<file path="src/rtl/fasr_pkg.sv">
// Shared types and constants for the fraction add/subtract/reduce unit.
package fasr_pkg;

  // Default operand width
  localparam int IN_WIDTH_DEF = 16;

  // Field widths fixed by the interface
  localparam int REQ_W       = 2;
  localparam int NUM_OUT_W   = 32;
  localparam int DEN_OUT_W   = 31;
  localparam int OUT_TDATA_W = 1 + NUM_OUT_W + DEN_OUT_W;
  localparam int OUT_TUSER_W = 2;

  // Operation codes; the unused code behaves as reduce
  localparam logic [REQ_W-1:0] OP_REDUCE = 2'd0;
  localparam logic [REQ_W-1:0] OP_ADD    = 2'd1;
  localparam logic [REQ_W-1:0] OP_SUB    = 2'd2;

  // Which product the serial multiplier is forming
  typedef enum logic [1:0] {
    SEL_P,   // n1 * d2
    SEL_Q,   // n2 * d1
    SEL_D    // d1 * d2
  } mul_sel_t;

  // Controller to datapath commands
  typedef struct packed {
    logic     load;
    logic     take_first;
    logic     mul_start;
    logic     mul_step;
    mul_sel_t mul_sel;
    logic     sum;
    logic     gcd_init;
    logic     gcd_step;
    logic     div_init;
    logic     div_step;
    logic     out_load;
  } dp_cmd_t;

  // Datapath to controller status
  typedef struct packed {
    logic is_addsub;
    logic den_err;
    logic num_zero;
    logic mul_last;
    logic gcd_done;
    logic div_last;
    logic out_free;
  } dp_sts_t;

endpackage

</file>
<file path="src/rtl/fasr_ctrl.sv">
// Sequencing state machine for the fraction add/subtract/reduce unit.
module fasr_ctrl (
  input  logic             clk,
  input  logic             rst_n,
  input  logic             in_tvalid,
  output logic             in_tready,
  input  fasr_pkg::dp_sts_t sts,
  output fasr_pkg::dp_cmd_t cmd
);
  import fasr_pkg::*;

  typedef enum logic [3:0] {
    S_IDLE,
    S_CHECK,
    S_MSTART,
    S_MUL,
    S_SUM,
    S_ZCHK,
    S_GCD,
    S_DIV,
    S_FINISH
  } state_t;

  state_t   state_r, state_nxt;
  mul_sel_t sel_r, sel_nxt;

  assign in_tready = (state_r == S_IDLE);

  // Next state and command decode
  always_comb begin
    state_nxt   = state_r;
    sel_nxt     = sel_r;
    cmd         = '0;
    cmd.mul_sel = sel_r;
    unique case (state_r)
      S_IDLE: begin
        if (in_tvalid) begin
          cmd.load  = 1'b1;
          state_nxt = S_CHECK;
        end
      end
      S_CHECK: begin
        if (sts.den_err) begin
          state_nxt = S_FINISH;
        end else if (sts.is_addsub) begin
          sel_nxt   = SEL_P;
          state_nxt = S_MSTART;
        end else begin
          cmd.take_first = 1'b1;
          state_nxt      = S_ZCHK;
        end
      end
      S_MSTART: begin
        cmd.mul_start = 1'b1;
        state_nxt     = S_MUL;
      end
      S_MUL: begin
        cmd.mul_step = 1'b1;
        if (sts.mul_last) begin
          if (sel_r == SEL_D) begin
            state_nxt = S_SUM;
          end else begin
            sel_nxt   = (sel_r == SEL_P) ? SEL_Q : SEL_D;
            state_nxt = S_MSTART;
          end
        end
      end
      S_SUM: begin
        cmd.sum   = 1'b1;
        state_nxt = S_ZCHK;
      end
      S_ZCHK: begin
        if (sts.num_zero) begin
          state_nxt = S_FINISH;
        end else begin
          cmd.gcd_init = 1'b1;
          state_nxt    = S_GCD;
        end
      end
      S_GCD: begin
        if (sts.gcd_done) begin
          cmd.div_init = 1'b1;
          state_nxt    = S_DIV;
        end else begin
          cmd.gcd_step = 1'b1;
        end
      end
      S_DIV: begin
        cmd.div_step = 1'b1;
        if (sts.div_last) begin
          state_nxt = S_FINISH;
        end
      end
      S_FINISH: begin
        if (sts.out_free) begin
          cmd.out_load = 1'b1;
          state_nxt    = S_IDLE;
        end
      end
      default: begin
        state_nxt = S_IDLE;
      end
    endcase
  end

  // State register
  always_ff @(posedge clk) begin
    if (!rst_n) begin
      state_r <= S_IDLE;
      sel_r   <= SEL_P;
    end else begin
      state_r <= state_nxt;
      sel_r   <= sel_nxt;
    end
  end

endmodule

</file>
<file path="src/rtl/fasr_dp.sv">
// Datapath: operand capture, serial multiplier, binary GCD, dividers, result register.
module fasr_dp #(
  parameter int IN_WIDTH = fasr_pkg::IN_WIDTH_DEF
) (
  input  logic                             clk,
  input  logic                             rst_n,
  input  fasr_pkg::dp_cmd_t                cmd,
  output fasr_pkg::dp_sts_t                sts,
  input  logic [fasr_pkg::REQ_W-1:0]       req_type,
  input  logic signed [IN_WIDTH-1:0]       first_num,
  input  logic signed [IN_WIDTH-1:0]       first_den,
  input  logic signed [IN_WIDTH-1:0]       second_num,
  input  logic signed [IN_WIDTH-1:0]       second_den,
  output logic                             is_negative,
  output logic [fasr_pkg::NUM_OUT_W-1:0]   num_magnitude,
  output logic [fasr_pkg::DEN_OUT_W-1:0]   den_value,
  output logic                             is_zero,
  output logic                             den_error,
  output logic                             out_tvalid,
  input  logic                             out_tready
);
  import fasr_pkg::*;

  localparam int W    = IN_WIDTH;
  localparam int PW   = 2 * W - 1;   // product magnitude
  localparam int WW   = 2 * W;       // sum magnitude
  localparam int SC_W = $clog2(WW);

  function automatic logic [W-1:0] to_mag(input logic [W-1:0] v);
    return v[W-1] ? (~v + 1'b1) : v;
  endfunction

  // Operands in sign-magnitude form
  logic [REQ_W-1:0] op_r;
  logic             n1_neg_r, d1_neg_r, n2_neg_r, d2_neg_r;
  logic [W-1:0]     n1_mag_r, d1_mag_r, n2_mag_r, d2_mag_r;

  // Multiplier
  logic [PW-1:0]    mc_r, acc_r, acc_add, p_r, q_r;
  logic [W-1:0]     mp_r, mul_a, mul_b;
  logic [SC_W-1:0]  sc_r;

  // Fraction before reduction
  logic [WW-1:0]    num_r, den_r;
  logic             num_neg_r, den_neg_r;

  // Sum of cross products
  logic             p_neg, q_neg, is_addsub;
  logic [WW-1:0]    pe, qe, sum_mag;
  logic [WW:0]      diff;
  logic             sum_neg;

  // GCD
  logic [WW-1:0]    ga_r, gb_r;
  logic [SC_W-1:0]  gk_r;

  // Dividers sharing one divisor
  logic [WW-1:0]    dv_r, qn_r, rn_r, qd_r, rd_r;
  logic [WW:0]      tn, td, tn_sub, td_sub;
  logic             gen, ged;

  // Result register
  logic             o_valid_r;
  logic             o_neg_r, o_zero_r, o_err_r;
  logic [NUM_OUT_W-1:0] o_num_r;
  logic [DEN_OUT_W-1:0] o_den_r;

  assign is_addsub = (op_r == OP_ADD) || (op_r == OP_SUB);
  assign p_neg     = n1_neg_r ^ d2_neg_r;
  assign q_neg     = n2_neg_r ^ d1_neg_r ^ (op_r == OP_SUB);

  // Status
  always_comb begin
    sts           = '0;
    sts.is_addsub = is_addsub;
    sts.den_err   = is_addsub ? ((d1_mag_r == '0) || (d2_mag_r == '0))
                              : (d1_mag_r == '0);
    sts.num_zero  = (num_r == '0);
    sts.mul_last  = (sc_r == SC_W'(W - 1));
    sts.gcd_done  = (ga_r == '0) || (gb_r == '0);
    sts.div_last  = (sc_r == SC_W'(WW - 1));
    sts.out_free  = !o_valid_r || out_tready;
  end

  // Multiplier operand select and add
  always_comb begin
    case (cmd.mul_sel)
      SEL_P:   begin mul_a = n1_mag_r; mul_b = d2_mag_r; end
      SEL_Q:   begin mul_a = n2_mag_r; mul_b = d1_mag_r; end
      default: begin mul_a = d1_mag_r; mul_b = d2_mag_r; end
    endcase
    acc_add = mp_r[0] ? (acc_r + mc_r) : acc_r;
  end

  // Signed sum of the cross products
  always_comb begin
    pe   = WW'(p_r);
    qe   = WW'(q_r);
    diff = {1'b0, pe} - {1'b0, qe};
    if (p_neg == q_neg) begin
      sum_mag = pe + qe;
      sum_neg = p_neg;
    end else if (!diff[WW]) begin
      sum_mag = diff[WW-1:0];
      sum_neg = p_neg;
    end else begin
      sum_mag = qe - pe;
      sum_neg = q_neg;
    end
  end

  // Restoring division step for both quotients
  always_comb begin
    tn     = {rn_r, qn_r[WW-1]};
    td     = {rd_r, qd_r[WW-1]};
    tn_sub = tn - {1'b0, dv_r};
    td_sub = td - {1'b0, dv_r};
    gen    = (tn >= {1'b0, dv_r});
    ged    = (td >= {1'b0, dv_r});
  end

  // Arithmetic registers
  always_ff @(posedge clk) begin
    if (cmd.load) begin
      op_r     <= req_type;
      n1_neg_r <= first_num[W-1];
      d1_neg_r <= first_den[W-1];
      n2_neg_r <= second_num[W-1];
      d2_neg_r <= second_den[W-1];
      n1_mag_r <= to_mag($unsigned(first_num));
      d1_mag_r <= to_mag($unsigned(first_den));
      n2_mag_r <= to_mag($unsigned(second_num));
      d2_mag_r <= to_mag($unsigned(second_den));
    end

    if (cmd.mul_start) begin
      mc_r  <= PW'(mul_a);
      mp_r  <= mul_b;
      acc_r <= '0;
      sc_r  <= '0;
    end else if (cmd.mul_step) begin
      acc_r <= acc_add;
      mc_r  <= mc_r << 1;
      mp_r  <= mp_r >> 1;
      sc_r  <= sc_r + 1'b1;
      if (sts.mul_last) begin
        case (cmd.mul_sel)
          SEL_P:   p_r   <= acc_add;
          SEL_Q:   q_r   <= acc_add;
          default: den_r <= WW'(acc_add);
        endcase
      end
    end else if (cmd.div_init) begin
      sc_r <= '0;
    end else if (cmd.div_step) begin
      sc_r <= sc_r + 1'b1;
    end

    // Fraction before reduction
    if (cmd.take_first) begin
      num_r     <= WW'(n1_mag_r);
      num_neg_r <= n1_neg_r;
      den_r     <= WW'(d1_mag_r);
      den_neg_r <= d1_neg_r;
    end else if (cmd.sum) begin
      num_r     <= sum_mag;
      num_neg_r <= sum_neg;
      den_neg_r <= d1_neg_r ^ d2_neg_r;
    end

    // Binary GCD: strip common twos into gk, then subtract odd values
    if (cmd.gcd_init) begin
      ga_r <= num_r;
      gb_r <= den_r;
      gk_r <= '0;
    end else if (cmd.gcd_step) begin
      if (!ga_r[0] && !gb_r[0]) begin
        ga_r <= ga_r >> 1;
        gb_r <= gb_r >> 1;
        gk_r <= gk_r + 1'b1;
      end else if (!ga_r[0]) begin
        ga_r <= ga_r >> 1;
      end else if (!gb_r[0]) begin
        gb_r <= gb_r >> 1;
      end else if (ga_r >= gb_r) begin
        ga_r <= ga_r - gb_r;
      end else begin
        gb_r <= gb_r - ga_r;
      end
    end

    // Divide numerator and denominator by the GCD
    if (cmd.div_init) begin
      dv_r <= (ga_r | gb_r) << gk_r;
      qn_r <= num_r;
      rn_r <= '0;
      qd_r <= den_r;
      rd_r <= '0;
    end else if (cmd.div_step) begin
      rn_r <= gen ? tn_sub[WW-1:0] : tn[WW-1:0];
      rd_r <= ged ? td_sub[WW-1:0] : td[WW-1:0];
      qn_r <= {qn_r[WW-2:0], gen};
      qd_r <= {qd_r[WW-2:0], ged};
    end

    // Result word
    if (cmd.out_load) begin
      if (sts.den_err) begin
        o_neg_r  <= 1'b0;
        o_num_r  <= '0;
        o_den_r  <= '0;
        o_zero_r <= 1'b0;
        o_err_r  <= 1'b1;
      end else if (sts.num_zero) begin
        o_neg_r  <= 1'b0;
        o_num_r  <= '0;
        o_den_r  <= DEN_OUT_W'(1);
        o_zero_r <= 1'b1;
        o_err_r  <= 1'b0;
      end else begin
        o_neg_r  <= num_neg_r ^ den_neg_r;
        o_num_r  <= NUM_OUT_W'(qn_r);
        o_den_r  <= DEN_OUT_W'(qd_r);
        o_zero_r <= 1'b0;
        o_err_r  <= 1'b0;
      end
    end
  end

  // Output valid
  always_ff @(posedge clk) begin
    if (!rst_n) begin
      o_valid_r <= 1'b0;
    end else if (cmd.out_load) begin
      o_valid_r <= 1'b1;
    end else if (out_tready) begin
      o_valid_r <= 1'b0;
    end
  end

  assign out_tvalid    = o_valid_r;
  assign is_negative   = o_neg_r;
  assign num_magnitude = o_num_r;
  assign den_value     = o_den_r;
  assign is_zero       = o_zero_r;
  assign den_error     = o_err_r;

endmodule

</file>
<file path="src/rtl/fraction_add_sub_reduce_unit.sv">
// Top level of the fraction add/subtract/reduce unit.
//
// Takes one word at a time: a request (reduce, add, subtract) and two signed fractions, and
// returns the reduced result as sign, numerator magnitude and positive denominator. Add and
// subtract form both cross products and the denominator product, sum the cross products,
// then, like reduce, run the binary GCD loop at one step per cycle and divide both terms by
// the GCD. The products come from one shift-add multiplier at one bit per cycle, and both
// quotients come from a pair of restoring dividers that retire one bit per cycle.
// Zero denominators return a word with only den_error set, and a zero numerator skips the
// GCD loop and the dividers. A finished word sits in an output register, so the next request is
// taken while it waits; a new request is taken only once the previous one has been handed to
// that register.
module fraction_add_sub_reduce_unit #(
  parameter int IN_WIDTH = fasr_pkg::IN_WIDTH_DEF
) (
  input  logic                                  clk,
  input  logic                                  rst_n,
  // Input words
  input  logic                                  in_tvalid,
  output logic                                  in_tready,
  // first_num, first_den, second_num, second_den (lowest first), zero padded
  input  logic [((4*IN_WIDTH+7)/8)*8-1:0]       in_tdata,
  // req_type
  input  logic [fasr_pkg::REQ_W-1:0]            in_tuser,
  // Result words
  output logic                                  out_tvalid,
  input  logic                                  out_tready,
  // is_negative, num_magnitude, den_value (lowest first)
  output logic [fasr_pkg::OUT_TDATA_W-1:0]      out_tdata,
  // is_zero, den_error (lowest first)
  output logic [fasr_pkg::OUT_TUSER_W-1:0]      out_tuser
);
  import fasr_pkg::*;

  localparam int W = IN_WIDTH;

  dp_cmd_t cmd;
  dp_sts_t sts;

  logic                 is_negative, is_zero, den_error;
  logic [NUM_OUT_W-1:0] num_magnitude;
  logic [DEN_OUT_W-1:0] den_value;

  fasr_ctrl u_ctrl (
    .clk       (clk),
    .rst_n     (rst_n),
    .in_tvalid (in_tvalid),
    .in_tready (in_tready),
    .sts       (sts),
    .cmd       (cmd)
  );

  fasr_dp #(
    .IN_WIDTH (IN_WIDTH)
  ) u_dp (
    .clk           (clk),
    .rst_n         (rst_n),
    .cmd           (cmd),
    .sts           (sts),
    .req_type      (in_tuser),
    .first_num     ($signed(in_tdata[W-1:0])),
    .first_den     ($signed(in_tdata[2*W-1:W])),
    .second_num    ($signed(in_tdata[3*W-1:2*W])),
    .second_den    ($signed(in_tdata[4*W-1:3*W])),
    .is_negative   (is_negative),
    .num_magnitude (num_magnitude),
    .den_value     (den_value),
    .is_zero       (is_zero),
    .den_error     (den_error),
    .out_tvalid    (out_tvalid),
    .out_tready    (out_tready)
  );

  // Pack the result word
  assign out_tdata = {den_value, num_magnitude, is_negative};
  assign out_tuser = {den_error, is_zero};

endmodule

</file>
<file path="config.mk">
export PLATFORM = sky130hd
export DESIGN_NAME = fraction_add_sub_reduce_unit
export DESIGN_NICKNAME = d
export VERILOG_FILES = /design/src/rtl/fasr_pkg.sv /design/src/rtl/fasr_ctrl.sv /design/src/rtl/fasr_dp.sv /design/src/rtl/fraction_add_sub_reduce_unit.sv
export SDC_FILE = /design/constraint.sdc
export NUM_CORES = 2
export LEC_CHECK = 0
export BUFFER_PORTS_ARGS = -buffer_cell sky130_fd_sc_hd__buf_2
export CAP_MARGIN = 0
export CORE_MARGIN = 2
export CORE_UTILIZATION = 45
export CTS_CLUSTER_SIZE = 10
export DETAILED_ROUTE_END_ITERATION = 10
export MAX_ROUTING_LAYER = met4
export SETUP_SLACK_MARGIN = 0.5
export SLEW_MARGIN = 0
export SYNTH_ARGS = -nofsm -noshare
export SYNTH_HDL_FRONTEND = slang
export SYNTH_HIERARCHICAL = 1
export SYNTH_SLANG_ARGS = --single-unit
</file>
<file path="constraint.sdc">
create_clock -name clk -period 5.8 [get_ports clk]
set_input_delay 0.29 -clock clk [delete_from_list [all_inputs] [get_ports clk]]
set_output_delay 0.29 -clock clk [all_outputs]
set_load 0.02 [all_outputs]
</file>
==> metrics.txt <==
source of the worst hold timing path in_tdata[61]; initial core utilization a little under half; Tot Pwr ~16 mW; CTS tree yes; first-pass GRT wire length between 150000 and 200000 um; EDFF count, synth approximately 420; Ports 138; final hold vios 0; # setup viols final 0; skew final around 0.034 ns; CTS H-tree depth 3; WL per Instance approximately 22 um; CTS buffer count 74; ys async rst share 0%; r2r setup slk 1.50 ns; nets approximately 4600; initial DRC count ~3300; Total Wirelength 119000 um; Hold Path Stages 2; sum of negative setup slack 0 ns; Vias ~32000; die height 300 um; worst-case reg-to-reg path depth 17; CTS clk-pin slew, worst paths 0.06 ns; Cell variety after synth 95; post-layout minimum cycle time roughly 4.3 ns; Synth Cell Area between 30000 and 40000 sq um; gr usage total a little over a quarter; DRT Pass-1 Iters 6; post-synthesis cell count between 4000 and 5000; FF+latch count, synth a little under 600; Skew-Pair Late Insertion Delay 0.65 ns; final cell count without fillers ~5500; clk buf depth 3; vias in the first global route between 30000 and 40000; yosys warns 6; die area ~90000 sq um; post-route ant nets 0; # port buffers ~140; initial antenna violation count 11; mean area per synthesized cell 9.47 sq um; most common cell after layout, fill and taps aside edfxtp_1; Cells after DPL ~5300; Rel. slew slack 24.9%; most frequent cells in the layout edfxtp_1, a21oi_1, nor2_1, inv_1, nand2_1; worst path required time approximately 6 ns; HPWL Detailed about 90000 um; largest net degree at the start of global routing 143; RD Place Congestion 0.985; die width ~300 um; RR Startpoint u_dp/ga_r[0]$_DFFE_PP_; share of cells above drive strength 1 ~11%; top_reg_cell synth edfxtp_1; global route total overflow 0; Static Leak 17.5 nW; DRC viols 0; Worst EP arrival ~4.6 ns; CTS sink count around 580; Mapped Nets ~4500; crit share post-route between 70% and 80%; Area Growth Syn to Fin 11.6%; maximum fanout along the worst path 31; post-synthesis sequential area ratio 40.2%; RSZ-0062 raised after global routing no; Least-Margin Pin Slew between 1 and 1.5 ns; core box area about 87000 sq um; CTS root buf clkbuf_16; crit path kind reg2reg; cell area after layout approximately 44000 sq um; Worst setup EP type flip-flop; FF-to-FF End u_dp/ga_r[29]$_DFFE_PP_; outcome completed; Worst setup SP type flip-flop; row cnt ~110; # Max-Cap Violations 0; fin. max-slew vios 0; Cell Area, Placed between 40000 and 50000 sq um; post-CTS sizing 0; Vias/cell slightly below 6; Max IR drop VDD approximately 370 uV; crit path launch u_dp/ga_r[0]$_DFFE_PP_; Hold Path Sink u_dp/d2_mag_r[13]$_DFFE_PP_; maximum clock frequency around 0.23 GHz; pwr dens 367 nW/um^2; worst hold path class in2reg
## synthesized netlist by cell type, types with 27 or more instances
cell type	count	share of area, %
a22o_1	28	0.62
nor2b_1	33	0.52
nor3_1	64	0.81
nand2_1	300	2.8
xor2_1	62	1.4
ha_1	292	9.2
dfxtp_1	158	8.0
a21o_1	84	1.6
o21ai_0	222	2.8
mux2i_1	113	2.9
o211ai_1	34	0.65
buf_2	30	0.38
and2_1	79	1.2
mux2_2	133	3.8
o31ai_1	37	0.70
o21bai_1	55	1.0
edfxtp_1	424	32
a221oi_1	30	0.66
inv_1	314	3.0
nor2_1	362	3.4
clkbuf_1	159	1.5
nand3_1	35	0.44
nand2b_1	42	0.66
a211oi_1	72	1.4
a31oi_1	34	0.54
a21oi_1	367	4.6
nor4_1	56	0.89
o21a_1	27	0.51
nand4_1	42	0.66
xnor2_1	170	3.8
## stage by stage
step	util (%)	hold WS, ns	setup slack, ns
2_1_floorplan	-	0.389	0.685
3_3_place_gp	47.4	0.458	1.61
3_5_place_dp	47.4	0.458	1.62
4_1_cts	50.8	0.00611	1.60
5_1_grt	50.8	0.0208	1.30
6_report	50.8	0.0330	1.50
## state kept, by name (all words and copies together) (netlist names), 32 cells and up
signal,flops
u_dp/dv_r,32
u_dp/ga_r,32
u_dp/gb_r,32
u_dp/num_magnitude,32
u_dp/num_r,32
u_dp/qd_r,32
u_dp/qn_r,32
u_dp/rd_r,32
u_dp/rn_r,32
## area by class of cell
class	instances	area, sq um
sequential	582	15900
clock buffer	111	2040
tap	1155	1450
inverter	321	1200
fill	7995	42800
timing repair buffer	237	1630
antenna	7	17.5
clock inverter	21	293
multi-input combinational	3050	21600
## worst max-delay path: stages (launching register included)
cell and delay, ns:
edfxtp_1 0.50, inv_1 0.12, ha_1 0.24, inv_1 0.07, fa_1 0.21, nand2b_1 0.07, a21oi_1 0.19, o211ai_1 0.15
and4_1 0.21, o21ai_0 0.59, o21ai_0 0.24, a21oi_2 0.21, buf_4 0.31, nor2_1 0.06, o21ai_0 0.17, nand2_1 0.07
nand2_1 0.07, buf_4 0.44
## worst max-delay path by stage
stage	depth (start not counted)	endpoint	slack, ns
after floorplan	13	u_dp/gb_r[10]$_DFFE_PP_	0.69
after global placement	17	u_dp/ga_r[25]$_DFFE_PP_	1.61
after detailed placement	17	u_dp/ga_r[27]$_DFFE_PP_	1.62
after CTS	17	u_dp/ga_r[4]$_DFFE_PP_	1.60
after global routing	17	u_dp/ga_r[4]$_DFFE_PP_	1.30
final	17	u_dp/ga_r[29]$_DFFE_PP_	1.50
## kinds of logic (layout without fill, tap and decap cells)
logic type | after synthesis | in the layout | share of synthesized area, %
simple gates | 1086 | 1086 | 12.9
other cells | 0 | 7 | 0
mux | 263 | 263 | 7.60
buf+inv | 544 | 690 | 5.48
xor+xnor | 232 | 232 | 5.14
flops | 582 | 582 | 40.2
fa+ha+maj | 300 | 300 | 9.64
compound gates | 1169 | 1169 | 19.1
## what timing repair did
| action | 4_1_cts | 5_1_grt |
|---|---|---|
| setup endpoints to repair | 0 | 0 |
| endpoints found under the hold margin | 62 | 0 |
| hold buffers | 56 | 0 |
| buffers inserted | 0 | 0 |
## per-layer routing
metal / vias up / track usage [%] / wire length [um]
met5: - / - / 0
met4: 0 / 8.07 / 3300
met3: 173 / 4.66 / 7880
met2: 1053 / 40.5 / 53700
met1: 15200 / 35.9 / 53700
li1: 15300 / - / -
## power by group
part	leakage (nW)	switching, mW	internal [mW]
registers	5.18	0.689	5.42
clock network	1.12	1.85	2.56
logic	11.2	3.42	2.27
Note: power is estimated with default switching activity, not from simulation.
